### src/rtl/hfr_pkg.sv
// ----------------------------------------------------------------------------
// HTTP/3 frame framer package
// Shared types, constants and header byte helpers.
// ----------------------------------------------------------------------------
package hfr_pkg;

    localparam int unsigned QDEPTH = 4;
    localparam int unsigned QPTR_W = $clog2(QDEPTH);
    localparam int unsigned QCNT_W = $clog2(QDEPTH + 1);

    localparam logic [31:0] VARINT1_MAX = 32'd63;
    localparam logic [31:0] VARINT2_MAX = 32'd16383;
    localparam logic [31:0] VARINT4_MAX = 32'd1073741823;
    localparam logic [7:0]  PREFIX2     = 8'h40;
    localparam logic [7:0]  PREFIX4     = 8'h80;
    localparam logic [7:0]  PREFIX8     = 8'hC0;

    typedef enum logic {
        OP_START,
        OP_PAYLOAD
    } op_e_t;

    typedef enum logic [1:0] {
        ERR_OK,
        ERR_DROP,
        ERR_CUT
    } err_t;

    typedef enum logic [1:0] {
        VLEN_1,
        VLEN_2,
        VLEN_4,
        VLEN_8
    } vlen_t;

    typedef struct packed {
        logic        is_hdr;
        vlen_t       vlen;
        logic [5:0]  ftype;
        logic [31:0] len;
        logic [7:0]  data;
        logic        frame_end;
        err_t        err;
    } cmd_t;

    function automatic logic [3:0] hdr_last(input vlen_t vlen);
        logic [3:0] r;
        unique case (vlen)
            VLEN_1:  r = 4'd1;
            VLEN_2:  r = 4'd2;
            VLEN_4:  r = 4'd4;
            VLEN_8:  r = 4'd8;
            default: r = 4'd1;
        endcase
        return r;
    endfunction

    function automatic logic [7:0] hdr_byte(input logic [5:0] ftype, input logic [31:0] len,
                                            input vlen_t vlen, input logic [3:0] idx);
        logic [7:0] r;
        r = 8'h00;
        if (idx == 4'd0)
        begin
            r = {2'b00, ftype};
        end
        else
        begin
            unique case (vlen)
                VLEN_1:
                begin
                    r = len[7:0];
                end
                VLEN_2:
                begin
                    r = (idx == 4'd1) ? (PREFIX2 | {2'b00, len[13:8]}) : len[7:0];
                end
                VLEN_4:
                begin
                    unique case (idx)
                        4'd1:    r = PREFIX4 | {2'b00, len[29:24]};
                        4'd2:    r = len[23:16];
                        4'd3:    r = len[15:8];
                        default: r = len[7:0];
                    endcase
                end
                VLEN_8:
                begin
                    unique case (idx)
                        4'd1:    r = PREFIX8;
                        4'd5:    r = len[31:24];
                        4'd6:    r = len[23:16];
                        4'd7:    r = len[15:8];
                        4'd8:    r = len[7:0];
                        default: r = 8'h00;
                    endcase
                end
                default:
                begin
                    r = 8'h00;
                end
            endcase
        end
        return r;
    endfunction

endpackage

### src/rtl/http3_frame_header_framer_top.sv
// ----------------------------------------------------------------------------
// HTTP/3 frame header framer
// Turns start and payload transfers into an HTTP/3 frame byte stream.
//
// Input channel s_*: tuser selects start (0) or payload byte (1). A start
// yields the type byte and the QUIC varint length (1, 2, 4 or 8 bytes), a
// payload transfer yields one byte. Output channel m_*: one byte per
// transfer, tlast on the final byte of a frame, tuser carries the run end
// flag and the error code.
// A taken transfer goes into the command queue, then its first byte into the
// registered output stage. Throughput: one output byte per cycle while the
// receiver is ready and a command waits; the byte emitter walks a start out
// as 2, 3, 5 or 9 bytes, while the four-entry queue keeps taking input transfers.
// Reset clears the open frame, the queue and the output stage.
// When the receiver stalls, the output byte holds, the queue fills and
// s_tready drops once four commands are waiting.
// ----------------------------------------------------------------------------
module http3_frame_header_framer_top
(
    input  logic        clk,
    input  logic        rst_n,
    input  logic        s_tvalid,
    output logic        s_tready,
    input  logic [47:0] s_tdata,   // type_code[5:0], payload_length[37:6], payload_byte[45:38]
    input  logic [0:0]  s_tuser,   // opcode[0]
    output logic        m_tvalid,
    input  logic        m_tready,
    output logic [7:0]  m_tdata,   // out_byte[7:0]
    output logic        m_tlast,
    output logic [2:0]  m_tuser    // run_end[0], error[2:1]
);
    import hfr_pkg::*;

    logic accept;
    logic full;
    logic empty;
    logic pop;
    cmd_t push_cmd;
    cmd_t head_cmd;
    logic run_end;
    err_t err;

    assign s_tready = !full;
    assign accept   = s_tvalid && !full;
    assign m_tuser  = {err, run_end};

    hfr_front u_front
    (
        .clk            (clk),
        .rst_n          (rst_n),
        .accept         (accept),
        .opcode         (s_tuser[0]),
        .type_code      (s_tdata[5:0]),
        .payload_length (s_tdata[37:6]),
        .payload_byte   (s_tdata[45:38]),
        .cmd            (push_cmd)
    );

    hfr_fifo u_fifo
    (
        .clk       (clk),
        .rst_n     (rst_n),
        .push      (accept),
        .push_data (push_cmd),
        .full      (full),
        .pop       (pop),
        .pop_data  (head_cmd),
        .empty     (empty)
    );

    hfr_back u_back
    (
        .clk           (clk),
        .rst_n         (rst_n),
        .cmd           (head_cmd),
        .empty         (empty),
        .pop           (pop),
        .out_valid     (m_tvalid),
        .out_ready     (m_tready),
        .out_byte      (m_tdata),
        .out_frame_end (m_tlast),
        .out_run_end   (run_end),
        .out_err       (err)
    );

endmodule

### src/rtl/hfr_front.sv
// ----------------------------------------------------------------------------
// HTTP/3 frame framer front end
// Classifies input transfers, tracks the open frame and builds queue commands.
// ----------------------------------------------------------------------------
module hfr_front
(
    input  logic         clk,
    input  logic         rst_n,
    input  logic         accept,
    input  logic         opcode,
    input  logic [5:0]   type_code,
    input  logic [31:0]  payload_length,
    input  logic [7:0]   payload_byte,
    output hfr_pkg::cmd_t cmd
);
    import hfr_pkg::*;

    logic [31:0] rem_reg;
    logic [31:0] rem_next;
    logic        in_frame_reg;
    logic        in_frame_next;

    always_comb
    begin
        rem_next      = rem_reg;
        in_frame_next = in_frame_reg;
        cmd.is_hdr    = 1'b0;
        cmd.vlen      = VLEN_1;
        cmd.ftype     = type_code;
        cmd.len       = payload_length;
        cmd.data      = payload_byte;
        cmd.frame_end = 1'b0;
        cmd.err       = ERR_OK;
        if (opcode == OP_START)
        begin
            cmd.is_hdr    = 1'b1;
            cmd.err       = in_frame_reg ? ERR_CUT : ERR_OK;
            cmd.frame_end = (payload_length == 32'd0);
            priority if (payload_length <= VARINT1_MAX)
                cmd.vlen = VLEN_1;
            else if (payload_length <= VARINT2_MAX)
                cmd.vlen = VLEN_2;
            else if (payload_length <= VARINT4_MAX)
                cmd.vlen = VLEN_4;
            else
                cmd.vlen = VLEN_8;
            rem_next      = payload_length;
            in_frame_next = (payload_length != 32'd0);
        end
        else if (!in_frame_reg)
        begin
            cmd.data = 8'h00;
            cmd.err  = ERR_DROP;
        end
        else
        begin
            rem_next      = rem_reg - 32'd1;
            cmd.frame_end = (rem_reg == 32'd1);
            in_frame_next = (rem_reg != 32'd1);
        end
    end

    always_ff @(posedge clk or negedge rst_n)
    begin
        if (!rst_n)
        begin
            rem_reg      <= '0;
            in_frame_reg <= 1'b0;
        end
        else if (accept)
        begin
            rem_reg      <= rem_next;
            in_frame_reg <= in_frame_next;
        end
    end

endmodule

### src/rtl/hfr_fifo.sv
// ----------------------------------------------------------------------------
// HTTP/3 frame framer command queue
// Short first-in first-out queue between the front end and the byte emitter.
// ----------------------------------------------------------------------------
module hfr_fifo
(
    input  logic          clk,
    input  logic          rst_n,
    input  logic          push,
    input  hfr_pkg::cmd_t push_data,
    output logic          full,
    input  logic          pop,
    output hfr_pkg::cmd_t pop_data,
    output logic          empty
);
    import hfr_pkg::*;

    cmd_t              mem [QDEPTH];
    logic [QPTR_W-1:0] wr_ptr_reg;
    logic [QPTR_W-1:0] rd_ptr_reg;
    logic [QCNT_W-1:0] count_reg;
    logic [QCNT_W-1:0] count_next;

    assign full     = (count_reg == QCNT_W'(QDEPTH));
    assign empty    = (count_reg == '0);
    assign pop_data = mem[rd_ptr_reg];

    always_comb
    begin
        count_next = count_reg;
        if (push && !pop)
            count_next = count_reg + QCNT_W'(1);
        else if (pop && !push)
            count_next = count_reg - QCNT_W'(1);
    end

    always_ff @(posedge clk)
    begin
        if (push)
            mem[wr_ptr_reg] <= push_data;
    end

    always_ff @(posedge clk or negedge rst_n)
    begin
        if (!rst_n)
        begin
            wr_ptr_reg <= '0;
            rd_ptr_reg <= '0;
            count_reg  <= '0;
        end
        else
        begin
            if (push)
                wr_ptr_reg <= wr_ptr_reg + QPTR_W'(1);
            if (pop)
                rd_ptr_reg <= rd_ptr_reg + QPTR_W'(1);
            count_reg <= count_next;
        end
    end

    assert property (@(posedge clk) disable iff (!rst_n) count_reg <= QCNT_W'(QDEPTH))
        else $error("queue count overflow");
    assert property (@(posedge clk) disable iff (!rst_n) push |-> !full)
        else $error("push into full queue");
    assert property (@(posedge clk) disable iff (!rst_n) pop |-> !empty)
        else $error("pop from empty queue");

endmodule

### src/rtl/hfr_back.sv
// ----------------------------------------------------------------------------
// HTTP/3 frame framer byte emitter
// Walks each queued command byte by byte into the registered output stage.
// ----------------------------------------------------------------------------
module hfr_back
(
    input  logic          clk,
    input  logic          rst_n,
    input  hfr_pkg::cmd_t cmd,
    input  logic          empty,
    output logic          pop,
    output logic          out_valid,
    input  logic          out_ready,
    output logic [7:0]    out_byte,
    output logic          out_frame_end,
    output logic          out_run_end,
    output hfr_pkg::err_t out_err
);
    import hfr_pkg::*;

    logic [3:0] idx_reg;
    logic [3:0] last_idx;
    logic       at_last;
    logic       load;
    logic [7:0] byte_val;
    logic       out_valid_reg;
    logic [7:0] out_byte_reg;
    logic       out_fe_reg;
    logic       out_run_reg;
    err_t       out_err_reg;

    assign last_idx = cmd.is_hdr ? hdr_last(cmd.vlen) : 4'd0;
    assign at_last  = (idx_reg == last_idx);
    assign load     = !empty && (!out_valid_reg || out_ready);
    assign pop      = load && at_last;
    assign byte_val = cmd.is_hdr ? hdr_byte(cmd.ftype, cmd.len, cmd.vlen, idx_reg) : cmd.data;

    assign out_valid     = out_valid_reg;
    assign out_byte      = out_byte_reg;
    assign out_frame_end = out_fe_reg;
    assign out_run_end   = out_run_reg;
    assign out_err       = out_err_reg;

    always_ff @(posedge clk or negedge rst_n)
    begin
        if (!rst_n)
        begin
            out_valid_reg <= 1'b0;
            idx_reg       <= '0;
        end
        else
        begin
            if (load)
                out_valid_reg <= 1'b1;
            else if (out_ready)
                out_valid_reg <= 1'b0;
            if (load)
                idx_reg <= at_last ? 4'd0 : idx_reg + 4'd1;
        end
    end

    always_ff @(posedge clk)
    begin
        if (load)
        begin
            out_byte_reg <= byte_val;
            out_fe_reg   <= at_last && cmd.frame_end;
            out_run_reg  <= at_last;
            out_err_reg  <= cmd.err;
        end
    end

    assert property (@(posedge clk) disable iff (!rst_n) (idx_reg != 4'd0) |-> !empty)
        else $error("command walk without queued command");
    assert property (@(posedge clk) disable iff (!rst_n) !empty |-> idx_reg <= last_idx)
        else $error("byte index past end of command");
    assert property (@(posedge clk) disable iff (!rst_n)
                     (out_valid_reg && out_fe_reg) |-> out_run_reg)
        else $error("frame end without run end");
    assert property (@(posedge clk) disable iff (!rst_n)
                     (out_valid_reg && out_err_reg == ERR_DROP) |-> (out_run_reg && !out_fe_reg))
        else $error("dropped byte marked as frame end");

endmodule

### config.mk
export PLATFORM = sky130hd
export DESIGN_NAME = http3_frame_header_framer_top
export DESIGN_NICKNAME = d
export VERILOG_FILES = /design/src/rtl/hfr_pkg.sv /design/src/rtl/http3_frame_header_framer_top.sv /design/src/rtl/hfr_front.sv /design/src/rtl/hfr_fifo.sv /design/src/rtl/hfr_back.sv
export SDC_FILE = /design/constraint.sdc
export NUM_CORES = 1
export LEC_CHECK = 0
export BUFFER_PORTS_ARGS = -buffer_cell sky130_fd_sc_hd__buf_2
export CORE_AREA = 10 10 174 176
export CTS_CLUSTER_SIZE = 10
export DETAILED_ROUTE_END_ITERATION = 12
export DIE_AREA = 0 0 184 186
export GPL_ROUTABILITY_DRIVEN = 1
export GPL_TIMING_DRIVEN = 0
export SYNTH_ARGS = -nofsm -noshare
export SYNTH_HDL_FRONTEND = slang
export SYNTH_SLANG_ARGS = --single-unit
### constraint.sdc
create_clock -name clk -period 9.4 [get_ports clk]
set_clock_uncertainty 0.1 [all_clocks]
set_input_delay 0.47 -clock clk [delete_from_list [all_inputs] [get_ports clk]]
set_output_delay 0.47 -clock clk [all_outputs]
set_load 0.02 [all_outputs]
==> results.yml, run 1 <==
run_status:
  outcome: "complete, no violations"
synthesis:
  netlist.area_leader.share_pct: 54.6
  ys.flop_type: "edfxtp_1"
  ys_ff_latch: 265
  synthCells: 848
  ys_async_sr_fraction_pct: 17.0
  seq_area_frac_synth_pct: 64.0
  syn_area_um2: 12100
  synth.top_cells.by_area: "edfxtp_1 55%, dfrtp_1 9.3%, mux4_2 7.1%"
  syn_nets: 913
  synthesis.area_per_instance_um2: 14.3
  yosysTopAreaCell: "edfxtp_1"
  synth_enable_flop_cells: 220
  yosysWarnings: 0
  synth_cell_types: 69
power_and_ir_drop:
  ir_worst_vdd_mv: 0.150
  power_leakage_nw: 4.80
  p_per_area_nw_per_um2: 308
grt:
  grt_usage_pct: 17.8
  grt_pass1_vias: 7922
  grt_pass1_wl_um: 46600
  grt_antenna_before_repair: 0
  grt_max_degree: 53
  overflow: 0
sta:
  finalSetupViolations: 0
  fin_setup_tns_ps: 0
  rsz0062_at_grt: "no"
  fin_crit_sh_pct: 36.0
  finalWorstSetupSlack_ps: 6020
  maxSlewViolCount: 0
  finalHoldViolations: 0
  timing.fmax_mhz: 296
  worst_pin_slew_ps: 1120
  fin_crit_ps: 3380
  slew_headroom_pct: 25.1
placement:
  place_worst_setup_slack_ps: 6020
  port_buffers: 64
  dpl.hpwl_um: 20700
  gp_congestion: 0.939
worst_setup_path:
  cp_max_fo: 10
  max_stage_delay_ps: 570
  crit_buf_inv: 4
  reg2reg_from: "u_fifo.rd_ptr_reg[0]"
  critPathKind: "register to register"
  critPathSlowestCell: "mux4_2"
  start_kind: "register"
  cp_top_family: "multiplexers"
  r2r_slack_ps: 6020
  path_cells: "buf_6 > mux4_2 > buf_6 > nor4b_4 > a211oi_4 > nor3_2 > inv_1 > ha_1 > inv_1 > fa_1 > mux2_2"
  worstPathRequired_ps: 9730
  cp-end-kind: "register"
  r2r_cells: 11
  crit_arrival_ps: 3710
  r2r-end: "u_fifo.count_reg[1]"
cells_and_area:
  final.fill_count: 2290
  fin_util_pct: 51.6
  area_delta_synth_final_pct: 14.0
  drive_above_1_share_pct: 18.5
  final_common_cell: "edfxtp_1"
  num-nets-final: 1012
  largest_reg_flops: 208
  final_cell_mix: "220 x edfxtp_1, 76 x buf_2, 56 x a21oi_1"
  antenna_cells: 0
route:
  drc: 0
  wl_per_cell_um: 23.2
  num_vias: 7709
  drt-vias-per-instance: 5.88
  first_iter_violations: 532
  drtPass1Iterations: 5
  ant_nets: 0
  wl_um: 30400
clock_tree:
  ctsLongestPathBuffers: 3
  post_cts_buffers: 0
  hold_buffers: 0
  cts_tree: "built"
  root_buffer: "clkbuf_16"
  h-tree-depth: 1
  post_cts_resized: 0
  clk_latency_ps: 550
  cts.clk_slew.worst_paths_ps: 50
  cts.sinks: 265
  cts-buffers-inserted: 31
die:
  die_y_um: 186
  initial_core_util_pct: 45.2
  ios: 67
  dieArea_um2: 34200
  core_um2: 26700
  row_count: 60
  die_x_um: 184
hold_path:
  hold_class: "input port to asynchronous set/reset pin"
flow_run:
  maxCapViolCount: 0
## where the power goes
part / internal [mW] / leakage (nW) / total [mW] / switching (mW)
logic: 0.538 / 1.81 / 1.42 / 0.879
clock network: 0.621 / 0.421 / 1.06 / 0.443
registers: 1.61 / 2.57 / 1.76 / 0.152
total: 2.77 / 4.80 / 4.24 / 1.47
## Yosys cell counts (4+ instances only)
cell	n
buf_2	12
nand2_1	46
and2_1	14
inv_1	18
mux2i_1	54
nand2b_1	10
nand3_1	11
mux2_2	7
or4_1	4
and3_1	7
buf_4	5
ha_1	11
a211oi_1	13
edfxtp_1	220
nor3_1	16
nor2b_1	15
nor4_1	17
nor3b_1	4
clkbuf_1	28
a2111oi_0	5
a22oi_1	11
o22ai_1	32
o221ai_1	7
o21ai_0	24
mux4_2	38
a21oi_1	56
nor2_1	43
dfrtp_1	45
o21ai_1	7
## cell type report
| class | count | area (µm²) | area share [%] |
|---|---|---|---|
| Buffer | 48 | 229 | 1.66 |
| Clock buffer | 54 | 872 | 6.33 |
| Clock inverter | 3 | 20.0 | 0.145 |
| Inverter | 19 | 71.3 | 0.518 |
| Multi-Input combinational cell | 516 | 4070 | 29.5 |
| Sequential cell | 265 | 7730 | 56.1 |
| Tap cell | 341 | 427 | 3.10 |
| Timing Repair Buffer | 66 | 360 | 2.61 |
## metal layers
layer  GRT usage, %  routed length, µm
met5              0                  0
met4           4.65                558
met3           2.67               1570
met2           29.4              14700
met1           24.0              13600
## logic make-up after synthesis
logic type	Yosys count	share of synthesized area [%]
AO/OA/AOI/OAI	182	9.69
buffers and inverters	67	2.48
adder cells (fa/ha/maj)	12	1.30
XOR/XNOR	6	0.435
multiplexers	99	12.2
flip-flops	265	64.0
AND/OR/NAND/NOR	217	9.93
## through the flow
| stage | cells | cell area (µm²) | hold WS, ps | power (mW) |
|---|---|---|---|---|
| 2_1_floorplan | 848 | 12100 | 74.4 | 2.74 |
| 3_3_place_gp | 1253 | 12800 | 374 | 3.18 |
| 3_5_place_dp | 1255 | 12900 | 380 | 3.20 |
| 4_1_cts | 1312 | 13800 | 35.1 | 4.27 |
| 5_1_grt | 1312 | 13800 | 31.8 | 4.48 |
| 6_report | 1312 | 13800 | 42.5 | 4.24 |
## worst max path at each step
stage	startpoint	to	slack (ps)	cells after the start
2_1_floorplan	u_fifo.mem[2][51]	u_fifo.count_reg[2]	6380	13
3_3_place_gp	u_fifo.count_reg[0]	u_fifo.mem[2][35]	5770	3
3_5_place_dp	u_fifo.rd_ptr_reg[0]	u_fifo.count_reg[1]	6020	11
4_1_cts	u_fifo.rd_ptr_reg[0]	u_fifo.count_reg[1]	6000	11
5_1_grt	u_fifo.rd_ptr_reg[0]	u_fifo.count_reg[1]	5830	11
6_report	u_fifo.rd_ptr_reg[0]	u_fifo.count_reg[1]	6020	11
(Power assumes the default switching activity.)
==> run 2: changes to the inputs <==
--- a/config.mk
+++ b/config.mk
@@ -5,11 +5,12 @@
 export SDC_FILE = /design/constraint.sdc
 export NUM_CORES = 1
 export LEC_CHECK = 0
+export ABC_AREA = 1
 export BUFFER_PORTS_ARGS = -buffer_cell sky130_fd_sc_hd__buf_2
-export CORE_AREA = 10 10 174 176
+export CORE_AREA = 10 10 177 179
 export CTS_CLUSTER_SIZE = 10
 export DETAILED_ROUTE_END_ITERATION = 12
-export DIE_AREA = 0 0 184 186
+export DIE_AREA = 0 0 187 189
 export GPL_ROUTABILITY_DRIVEN = 1
 export GPL_TIMING_DRIVEN = 0
 export SYNTH_ARGS = -nofsm -noshare
==> constraint.sdc (replaced) <==
create_clock -name clk -period 3.4 [get_ports clk]
set_clock_uncertainty 0.1 [all_clocks]
set_input_delay 0.17 -clock clk [delete_from_list [all_inputs] [get_ports clk]]
set_output_delay 0.17 -clock clk [all_outputs]
set_load 0.02 [all_outputs]
==> run 2 against run 1 <==
Effect of this change: clock-buffer cell count down 1; setup slack worse by 5600 ps; utilization up 2.7 points; critical path depth up 5; maximum frequency up 13%; die area up 3.3%; synthesized area up 4.4%; sequential power rose to 2.8 times the previous value; largest cell class unchanged.
==> results.yml, run 2 <==
worst_setup_path:
  start_kind: "register"
  crit_arrival_ps: 3320
  reg2reg_from: "u_fifo.rd_ptr_reg[0]"
  startpoint: "u_fifo.rd_ptr_reg[0]"
  critPathKind: "register to register"
  cp_max_fo: 10
  cp-end-kind: "register"
  worstPathRequired_ps: 3720
synthesis:
  seq_area_frac_synth_pct: 61.2
  ys_async_sr_fraction_pct: 17.0
  synthCells: 1309
  synth_cell_types: 41
  syn_area_um2: 12600
  yosysTopAreaCell: "edfxtp_1"
  yosysWarnings: 0
  yosysMostFrequentCell: "nand2_1"
  netlist.area_leader.share_pct: 52.3
  ys.flop_type: "edfxtp_1"
  yosys-top-cells-count: "367 x nand2_1, 220 x edfxtp_1, 144 x nor2_1"
  synthesis.area_per_instance_um2: 9.65
  syn_nets: 1374
  ys_ff_latch: 265
  synth.top_cells.by_area: "edfxtp_1 52%, nand2_1 11%, dfrtp_1 8.9%"
  synth_enable_flop_cells: 220
placement:
  gp_congestion: 0.903
  place_worst_setup_slack_ps: 368
  dp.cells: 1757
  port_buffers: 64
  dpl.hpwl_um: 24600
grt:
  grt_pass1_wl_um: 55100
  grt_antenna_before_repair: 0
  grt_usage_pct: 19.7
  grt_pass1_vias: 9654
  grt_max_degree: 46
  overflow: 0
sta:
  finalHoldViolations: 0
  worst_pin_slew_ps: 1140
  finalSetupViolations: 0
  rsz0062_at_grt: "no"
  fin_setup_tns_ps: 0
  maxSlewViolCount: 0
  finalWorstSetupSlack_ps: 402
  fin_crit_sh_pct: 88.2
  fin_crit_ps: 3000
  timing.fmax_mhz: 334
  slew_headroom_pct: 24.3
cells_and_area:
  fin_util_pct: 54.2
  final_common_cell: "nand2_1"
  drive_above_1_share_pct: 11.7
  fin_cells: 1865
  final_cell_mix: "367 x nand2_1, 220 x edfxtp_1, 140 x nor2_1"
  num-nets-final: 1526
  area_delta_synth_final_pct: 18.7
  largest_reg_flops: 208
clock_tree:
  hold_buffers: 49
  h-tree-depth: 1
  cts-buffers-inserted: 31
  cts_tree: "built"
  post_cts_buffers: 0
  root_buffer: "clkbuf_16"
  cts.clk_slew.worst_paths_ps: 50
  cts.sinks: 265
  ctsLongestPathBuffers: 3
  post_cts_resized: 0
  clk_latency_ps: 550
hold_path:
  hold_start: "s_tuser"
  hold_class: "input port to register"
power_and_ir_drop:
  p_int_mw: 7.85
  p_sw_share_pct: 40.7
  power.total_mw: 13.2
  p_comb_share_pct: 40.7
  power_frac_clock_pct: 22.3
  seq_power_share_pct: 37.0
  power_leakage_nw: 6.07
  power.switching_mw: 5.39
  p_per_area_nw_per_um2: 884
  ir_worst_vdd_mv: 0.409
die:
  dieArea_um2: 35300
  initial_core_util_pct: 45.7
  ios: 67
  core_um2: 27600
  row_count: 61
  die_x_um: 187
  die_y_um: 189
route:
  drt-vias-per-instance: 5.30
  drc: 0
  wl_per_cell_um: 19.1
  num_vias: 9880
  drtPass1Iterations: 6
  ant_nets: 0
  wl_um: 35500
  first_iter_violations: 841
flow_run:
  maxCapViolCount: 0
run_status:
  outcome: "complete, no violations"
==> run 2: path summary, 6_finish.rpt <==
| kind | cells past startpoint | endpoint | slack, ps |
|---|---|---|---|
| setup / recovery | 16 | u_fifo.count_reg[2] | 400 |
| setup reg to reg | 16 | u_fifo.count_reg[2] | 400 |
| hold reg to reg | 1 | u_fifo.count_reg[0] | 440 |
| hold / removal | 3 | u_fifo.mem[1][0] | 110 |
| min in group asynchronous | 2 | u_fifo.count_reg[0] | 290 |
| max in group asynchronous | 2 | u_front.rem_reg[25] | 2210 |
==> run 2: power groups by stage <==
stage          sequential, mW  combinational (mW)  clock (mW)
2_1_floorplan            4.99                3.49           0
3_3_place_gp             5.02                5.12           0
3_5_place_dp             4.95                5.32           0
4_1_cts                  4.90                5.38        3.00
5_1_grt                  4.99                6.01        3.15
6_report                 4.91                5.39        2.95
==> run 2: metrics by stage <==
step | hold slack, ps | cell area, µm²
global route | 116 | 15000
detailed placement | 291 | 13600
global placement | 289 | 13400
floorplan | -226 | 12600
finish | 110 | 15000
CTS | 89.6 | 15000
==> run 2: routing by layer <==
| metal | up-vias | GRT usage [%] | share of wire, % | wire, µm |
|---|---|---|---|---|
| met5 | - | 0 | 0 | 0 |
| met2 | 346 | 33.3 | 48 | 17100 |
| met1 | 4727 | 26.5 | 44 | 15500 |
| met4 | 0 | 4.78 | 2.0 | 703 |
| met3 | 54 | 2.26 | 6.0 | 2140 |
| li1 | 4753 | - | - | - |
==> run 2: cell type report <==
class                           count  area, µm²
Fill cell                        2537      12600
Clock buffer                       53        868
Clock inverter                      5       26.3
Sequential cell                   265       7730
Buffer                             52        292
Timing Repair Buffer              119        946
Tap cell                          378        473
Multi-Input combinational cell    892       4270
Antenna cell                        1       2.50
Inverter                          100        375
==> run 2: logic make-up after synthesis <==
kind of cell | share of synthesized area [%]
AOI/OAI and AO/OA | 8.82
xor gates and xnor gates | 1.25
adders and majority gates | 1.25
buffers and inverters | 5.28
DFF | 61.2
and+or+nand+nor | 22.2
==> run 2: worst max-delay path, cell delays in order (launching register included) <==
cell and delay [ps]:
dfrtp_1 460, inv_2 120, buf_6 180, nand2_1 80, nand3_2 80, nand2_4 90
nor2_2 310, nand3_1 110, nand2_1 130, nor2_4 70, nand3_4 100, ha_1 170
inv_1 60, fa_1 370, a21oi_1 140, o21ai_0 120, xor2_1 150
